===== config.mk =====
export PLATFORM = sky130hd
export DESIGN_NAME = wmco_ctrl
export DESIGN_NICKNAME = d
export VERILOG_FILES = /design/src/design/wmco_pkg.sv /design/src/design/wmco_ctrl.sv
export SDC_FILE = /design/constraint.sdc
export NUM_CORES = 1
export LEC_CHECK = 0
export ABC_AREA = 1
export ABC_CLOCK_PERIOD_IN_PS = 950
export BUFFER_PORTS_ARGS = -buffer_cell sky130_fd_sc_hd__buf_2
export CAP_MARGIN = 20
export CORE_AREA = 2 2 39 41
export DETAILED_ROUTE_END_ITERATION = 8
export DIE_AREA = 0 0 41 43
export PLACE_DENSITY = 0.44
export SYNTH_ARGS = -nofsm -noshare
export SYNTH_HDL_FRONTEND = slang
export SYNTH_SLANG_ARGS = --single-unit

===== constraint.sdc =====
create_clock -name clk_i -period 0.95 [get_ports clk_i]
set_input_delay 0.1425 -clock clk_i [delete_from_list [all_inputs] [get_ports clk_i]]
set_output_delay 0.1425 -clock clk_i [all_outputs]
set_load 0.01 [all_outputs]

===== src/design/wmco_pkg.sv =====
// Package: window size, derived widths and controller/datapath interface types.
package wmco_pkg;

  localparam int WINDOW = 512;
  localparam int IDX_W  = (WINDOW > 1) ? $clog2(WINDOW) : 1;
  localparam int CNT_W  = $clog2(WINDOW + 1);
  localparam int TS_W   = 63;
  localparam int OFS_W  = 64;

  typedef struct packed {
    logic capture;
    logic write;
    logic read;
    logic load_out;
  } cmd_t;

  typedef struct packed {
    logic absent;
    logic scan_last;
    logic out_busy;
  } status_t;

endpackage


===== src/design/wmco_ctrl.sv =====
// Controller: sequences capture, ring write, window scan and result load.
module wmco_ctrl (
  input  logic              clk_i,
  input  logic              rst_ni,
  input  logic              in_valid_i,
  output logic              in_ready_o,
  input  wmco_pkg::status_t status_i,
  output wmco_pkg::cmd_t    cmd_o
);

  typedef enum logic [2:0] {
    ST_IDLE,
    ST_WRITE,
    ST_SCAN,
    ST_DRAIN,
    ST_DONE
  } state_e;

  state_e state_q;

  assign in_ready_o = (state_q == ST_IDLE);

  always_comb begin
    cmd_o          = '0;
    cmd_o.capture  = (state_q == ST_IDLE) && in_valid_i;
    cmd_o.write    = (state_q == ST_WRITE) && !status_i.absent;
    cmd_o.read     = (state_q == ST_SCAN);
    cmd_o.load_out = (state_q == ST_DONE) && !status_i.out_busy;
  end

  always_ff @(posedge clk_i or negedge rst_ni) begin
    if (!rst_ni) begin
      state_q <= ST_IDLE;
    end else begin
      case (state_q)
        ST_IDLE: begin
          if (in_valid_i) state_q <= ST_WRITE;
        end
        ST_WRITE: begin
          state_q <= status_i.absent ? ST_DONE : ST_SCAN;
        end
        ST_SCAN: begin
          if (status_i.scan_last) state_q <= ST_DRAIN;
        end
        ST_DRAIN: begin
          state_q <= ST_DONE;
        end
        ST_DONE: begin
          if (!status_i.out_busy) state_q <= ST_IDLE;
        end
        default: begin
          state_q <= ST_IDLE;
        end
      endcase
    end
  end

endmodule


# After elaboration in Yosys (flattened, before gate mapping)
# Cells that the tools add are included.
[word_totals]
register_bits = 3
output_inout_bits = 5
[classes]
n_mux = 5
eq_ne = 7
n_reduce_logical = 7
[op_table]
columns = ["operator", "n"]
rows = [
  ["$pmux 3 s5", 1],
  ["$mux 3", 4],
  ["$eq 3x2->1 const B", 2],
  ["$ne 2x2->1 const B", 3],
  ["$eq 3x1->1 const B", 1],
  ["$eq 3x3->1 const B", 1],
  ["$logic_and 1x1->1", 3],
  ["$logic_not 3->1", 1],
  ["$reduce_and 3->1", 1],
  ["$logic_not 1->1", 2],
]

# Depth between registers and ports, before layout
# Gate-level depths: netlist (run 1).
[depth]
depth_word = 3
ltp_mapped = 4
depth_no_buf = 4

# Worst setup path after synthesis (run 1)
# Ideal clock, no wire load.
[synth_path]
path_kind = "register to output"
startpoint = "reg state_q[2]"
endpoint = "out cmd_o[3] in the netlist's numbering"
required_time_ps = 808
path_stages_with_launch = 4
t_arrival_ps = 907
path_slack_ps = -100
cell_sequence = "dfrtp_1 -> nor2_1 -> inv_1 -> nor3_1"
[synth_rtl]
columns = ["element", "line", "rtl"]
rows = [
  ["start: declaration", "wmco_ctrl.sv:19", "state_e state_q;"],
  ["start signal: assignment", "wmco_ctrl.sv:40", "state_q <= status_i.absent ? ST_DONE : ST_SCAN;"],
  ["end: declaration", "wmco_ctrl.sv:8", "output wmco_pkg::cmd_t cmd_o"],
]

==> results.md, run 1 <==
* Largest registers: state_q: 3 flops
* Chip width at 41 µm
* Max reg flops at 3
* Simple logic cell fraction of the synthesized area at 0.4029
* GRT Total Usage at 0.07530
* Sequential element share of the synthesized area at 0.4317
* H-tree depth at 1
* Final hold vios at 0
* Pwr dens at 3569 nW/µm²
* CP Cell Sequence: buf_6 -> nor3_2 -> buf_2
* Total core area at 1384 µm²
* Antenna violations before repair at 0
* CTS Root Cell: clkbuf_4
* DR DRC count at 0
* Clk pwr share at 0.166
* Synth unique cells at 12
* Worst vdd rail ir drop at 1.184 mV
* Dpl hpwl at 372.5 µm
* Sequential Area at 76.32 µm²
* Clk pin slew, worst setup/hold paths at 0.04 ns
* Failing checks: setup timing
* Die Outline Area at 1763 µm²
* Arrival time worst endpoint at 1.09 ns
* Drt wl/cell at 8.714 µm
* First-pass GRT wire length at 848 µm
* Placed cells at 55
* Commonest cells after routing, fill and taps aside: buf_2, buf_4, nor2_1
* Clk sink count at 3
* Clk_lat worst skew at 0.24 ns
* DRT iter0 DRCs at 1
* FF+latch count, synth at 3
* Kind of end point of the critical path: output port
* Total of max-cap violations at 0
* Maximum root-to-sink buffer count at 2
* Worst-path fanout max at 5
* Slowest-stage cell, CP: dfrtp_2
* Number of top-level pins at 11
* CP Buf/Inv Count at 2
* Pre-antenna DRT Iters at 2
* Worst EP required at 0.81 ns
* Placer Congestion at 0.6261
* Crit path largest cell delay at 0.44 ns
* Compound-cell area share of the yosys netlist at 0.07914
* Top delay family on crit path: flip-flops
* Fillers at 155
* Initial core utilization at 0.1257
* Class of the worst hold path: in2reg
* Synth Area in Adders at 0
* Run status: finished, violations left
* Number of global-route vias before repair at 225
* Internal power at 831.7 µW
* Antenna violation net count after detailed routing at 0
* Commonest non-fill, non-tap cell in the layout: buf_2
* Area of the multi-input gates at 108.9 µm²
* Post-synthesis mux area share at 0
* Largest net degree at the start of global routing at 7
* # diodes at 0
* Synth-to-layout area growth at 121.6%
* Synth Area in XOR/XNOR at 0
* Reg power frac at 0.208
* Syn Inst Count at 23
* Worst rel slew slack at 0.8882
* Fin crit share at 1.297
* Nets@finish at 54
* TritonCTS clock tree: done
* Mean Syn Cell Area at 7.562 µm²
* GRT overflow at 0
* Final setup fails at 7
* Switching Share at 0.3953
* Worst setup SP type: flip-flop
* Post-synth net total at 29
* PnR worst setup slack at -0.2817 ns
* Worst setup path class: reg2out
* Pre-CTS setup slack at -0.09492 ns
* Worst-Margin Slew at 0.1663 ns
* Routed WL at 549 µm
* RSZ-0062 raised after global routing: yes
* YS warnings at 0
* Height of the die at 43 µm
* Share of layout cells above drive strength 1 at 0.6809
* Net Sw Power at 543.7 µW
* Final Max Tran Viols at 0
* Combinational Power Share at 0.626
* Via count at 239
* Fmax at 0.8119 GHz
* FP Rows at 14
* Worst Clk Skew at 0.001259 ns
* Final cell count without fillers at 63
* Port bufs at 10
* Final Critical Period at 1.232 ns
* Static leakage at 0.2003 nW
* CTS buffer count at 3
* Top reg by flops: state_q
* Main combinational cell family by area after synthesis: simple AND/OR/NAND/NOR gates
* Vias per inst at 3.794
* Cell area after synthesis at 173.9 µm²
## cell type report
cell class,count,area share
repair buffers,20,0.3604
inverters,4,0.03896
multi-input cells,16,0.2825
well taps,16,0.05195
flip-flops and latches,3,0.1981
clock buffers,4,0.06818
## worst paths after layout
| path | depth (start not counted) | end | slack [ns] | start |
|---|---|---|---|---|
| setup / recovery | 3 | cmd_o[3] | -0.28 | state_q[1] |
| hold / removal | 2 | state_q[1] | 0.13 | status_i[2] |
| setup reg to reg | 5 | state_q[0] | -0.04 | state_q[2] |
| hold reg to reg | 3 | state_q[2] | 0.62 | state_q[0] |
| max in group asynchronous | 2 | state_q[1] | 0.60 | rst_ni |
| min in group asynchronous | 2 | state_q[2] | 0.23 | rst_ni |
## power by group through the flow
stage / clock network (mW) / registers [mW] / logic, mW
CTS: 0.239 / 0.290 / 0.794
global route: 0.257 / 0.291 / 0.948
global placement: 0 / 0.281 / 0.649
finish: 0.228 / 0.286 / 0.861
floorplan: 0 / 0.269 / 0.311
detailed placement: 0 / 0.278 / 0.648
## layer usage
layer | share of wire | GRT usage | routed length, µm | up-vias
li1 | - | - | - | 125
met1 | 0.40 | 0.08360 | 219 | 106
met2 | 0.50 | 0.1063 | 276 | 8
met3 | 0.097 | 0.07853 | 53 | 0
met4 | 0 | 0 | 0 | 0
met5 | 0 | 0 | 0 | -
## stage by stage
step	power [mW]	TNS (ns)	hold WS [ns]	instance area, µm²	util
2_1_floorplan	0.5804	-0.06873	-0.1531	185.2	-
3_3_place_gp	0.9295	-0.4776	-0.05933	300.3	0.2170
3_5_place_dp	0.9259	-0.4193	-0.05834	300.3	0.2170
4_1_cts	1.324	-1.463	0.1237	370.4	0.2676
5_1_grt	1.497	-1.860	0.1385	385.4	0.2785
6_report	1.375	-1.373	0.1327	385.4	0.2785
## cells in the mapped netlist
master	n	share of area
dfrtp_1	3	0.43
inv_1	3	0.065
inv_2	1	0.022
nand2_1	1	0.022
nand3_1	3	0.086
nand3_2	1	0.058
nand3b_1	1	0.043
nor2_1	6	0.13
nor3_1	1	0.029
nor4_1	1	0.036
o211ai_1	1	0.043
o22ai_1	1	0.036
## logic make-up after synthesis
group,Yosys count
AO/OA/AOI/OAI,2
buffers and inverters,4
flip-flops,3
AND/OR/NAND/NOR,14
## repair_timing
item                                   CTS  global route
hold buffers                             1             0
pin swaps                                2             4
endpoints found under the hold margin    3             0
resized for setup                        7             2
setup endpoints to repair                7             7
setup buffers                            2             2
Power figures use the tool's default switching activity.
==> inputs of run 2 (changes only) <==
--- a/config.mk
+++ b/config.mk
@@ -7,12 +7,12 @@
 export LEC_CHECK = 0
 export ABC_AREA = 1
 export ABC_CLOCK_PERIOD_IN_PS = 950
-export BUFFER_PORTS_ARGS = -buffer_cell sky130_fd_sc_hd__buf_2
 export CAP_MARGIN = 20
 export CORE_AREA = 2 2 39 41
 export DETAILED_ROUTE_END_ITERATION = 8
 export DIE_AREA = 0 0 41 43
-export PLACE_DENSITY = 0.44
+export DONT_BUFFER_PORTS = 1
+export PLACE_DENSITY = 0.36
 export SYNTH_ARGS = -nofsm -noshare
 export SYNTH_HDL_FRONTEND = slang
 export SYNTH_SLANG_ARGS = --single-unit
==> run 2 against run 1 <==
The flow still finishes with violations (setup timing). Critical path depth fell by 1. Die area unchanged. Global-route usage down 0.78 points. Setup slack worse by 0.020 ns. Highest routed layer unchanged.
==> results.md, run 2 (synthesized netlist as in run 1, its figures left out) <==
* Number of top-level pins at 11 (unchanged)
* CTS buffer count at 3 (unchanged)
* # diodes at 0 (unchanged)
* First-pass GRT wire length at 724 µm (-15%)
* Via count at 208 (-13%)
* Final setup fails at 7 (unchanged)
* Final hold vios at 0 (unchanged)
* Class of the worst hold path: in2reg
* Top reg by flops: state_q
* Worst vdd rail ir drop at 0.9884 mV (-16%)
* Share of layout cells above drive strength 1 at 0.6286 (-0.05228)
* RSZ-0062 raised after global routing: yes
* Critical Path Sink: cmd_o[0]
* R2r startpoint: state_q[0]
* Largest registers: state_q: 3 flops
* Final Critical Period at 1.251 ns (+0.01977 ns)
* Chip width at 41 µm (unchanged)
* Crit path launch: state_q[0]
* Arrival time worst endpoint at 1.11 ns (+0.02 ns)
* GRT Total Usage at 0.06747 (-0.007829)
* Pwr dens at 3857 nW/µm² (+8.1%)
* Max reg flops at 3 (unchanged)
* CTS Root Cell: clkbuf_4
* Pre-CTS setup slack at -0.07424 ns (+0.02068 ns)
* Drt wl/cell at 10.63 µm (+22%)
* Worst setup path class: reg2out
* Slowest-stage cell, CP: dfrtp_2
* Port bufs at 0 (-10)
* Routed WL at 542 µm (-1.3%)
* Total of max-cap violations at 0 (unchanged)
* Design area at 335.3 µm² (-13%)
* TritonCTS clock tree: done
* Maximum root-to-sink buffer count at 2 (unchanged)
* Vias per inst at 4.078 (+7.5%)
* Clk pin slew, worst setup/hold paths at 0.03 ns (about the same)
* CP Cell Sequence: nor4_4 -> buf_4
* Worst Reg-to-Reg Cells at 4 (-1)
* Worst r2r dst: state_q[0]
* Pre-antenna DRT Iters at 4 (+2)
* Dpl hpwl at 371.3 µm (-0.32%)
* Cell count of the worst hold path at 1 (-1)
* Worst setup SP type: flip-flop
* Sequential Area at 77.57 µm² (+1.6%)
* FP Rows at 14 (unchanged)
* Commonest non-fill, non-tap cell in the layout: buf_4
* Failing checks: setup timing
* Placer Congestion at 0.6171 (-1.4%)
* Synth-to-layout area growth at 92.81%
* Largest net degree at the start of global routing at 6 (-1)
* PnR worst setup slack at -0.3015 ns (-0.01977 ns)
* Fmax at 0.7991 GHz (-1.6%)
* Area of the multi-input gates at 130.1 µm² (+20%)
* Height of the die at 43 µm (unchanged)
* Total core area at 1384 µm² (unchanged)
* Final Max Tran Viols at 0 (unchanged)
* Antenna violations before repair at 0 (unchanged)
* Commonest cells after routing, fill and taps aside: buf_4, inv_2, nand3_1, clkbuf_4
* Kind of end point of the critical path: output port
* Nets@finish at 42 (-22%)
* Fin crit share at 1.317 (+0.02081)
* Worst-Margin Slew at 0.2104 ns (+0.04414 ns)
* Clk_lat worst skew at 0.23 ns (about the same)
* Static leakage at 0.1416 nW (-29%)
* Antenna violation net count after detailed routing at 0 (unchanged)
* Worst EP required at 0.81 ns (about the same)
* Fillers at 158 (+1.9%)
* GRT overflow at 0 (unchanged)
* Initial core utilization at 0.1257 (unchanged)
* Number of global-route vias before repair at 217 (-3.6%)
* DR DRC count at 0 (unchanged)
* Flop-to-flop setup slack at -0.07 ns (-0.03 ns)
* Worst Clk Skew at 0.001093 ns (-0.0001654 ns)
* Crit path largest cell delay at 0.44 ns (about the same)
* Placed Area at 242.7 µm² (-19%)
* Worst rel slew slack at 0.8587 (-0.02956)
* Clk sink count at 3 (unchanged)
* DRT iter0 DRCs at 5 (+4)
* H-tree depth at 1 (unchanged)
* Run status: finished, violations left
* Die Outline Area at 1763 µm² (unchanged)
* Worst-path fanout max at 5 (unchanged)
## run 2: cell type report
class	instances	area share
multi-input combinational	16	0.3881
inverter	4	0.04478
timing repair buffer	8	0.1978
sequential	3	0.2313
clock buffer	4	0.07836
tap	16	0.05970
## run 2: per-layer routing
| layer | track usage | vias up | routed length, µm |
|---|---|---|---|
| li1 | - | 102 | - |
| met1 | 0.06169 | 95 | 222 |
| met2 | 0.1031 | 11 | 276 |
| met3 | 0.01571 | 0 | 43 |
| met4 | 0.08000 | 0 | 0 |
| met5 | 0 | - | 0 |
## run 2: how the worst min path moves through the flow
stage | startpoint | end | slack (ns)
2_1_floorplan | rst_ni | state_q[0] | -0.15
3_3_place_gp | rst_ni | state_q[0] | -0.15
3_5_place_dp | rst_ni | state_q[1] | -0.15
4_1_cts | status_i[2] | state_q[1] | 0.03
5_1_grt | status_i[2] | state_q[1] | 0.03
6_report | status_i[2] | state_q[1] | 0.03
## run 2: through the flow
stage / std cells / TNS [ns] / util / hold WS [ns] / power [mW]
after floorplan: 23 / -0.06873 / - / -0.1531 / 0.5804
after global placement: 44 / -0.2698 / 0.1754 / -0.1530 / 0.8078
after detailed placement: 44 / -0.3482 / 0.1754 / -0.1530 / 0.8152
after CTS: 51 / -1.493 / 0.2251 / 0.02554 / 1.192
after global routing: 51 / -1.696 / 0.2423 / 0.03356 / 1.403
final: 51 / -1.276 / 0.2423 / 0.03062 / 1.293
## run 2: timing repair
item / in CTS / in global routing
hold buffers: 1 / 0
pin swaps: 2 / 3
endpoints found under the hold margin: 3 / 0
setup buffers: 2 / 0
setup endpoints to repair: 8 / 8
resized for setup: 6 / 7
## run 2: report_power, final
part	internal (mW)	switching [mW]
Sequential	0.201	0.105
Combinational	0.354	0.414
Clock	0.157	0.0624
## run 2: worst max-delay path: cells and delay by family, from the launching register on
family	cells	cell delay, ns
and+or+nand+nor	1	0.27
buffers and inverters	1	0.16
DFF	1	0.44
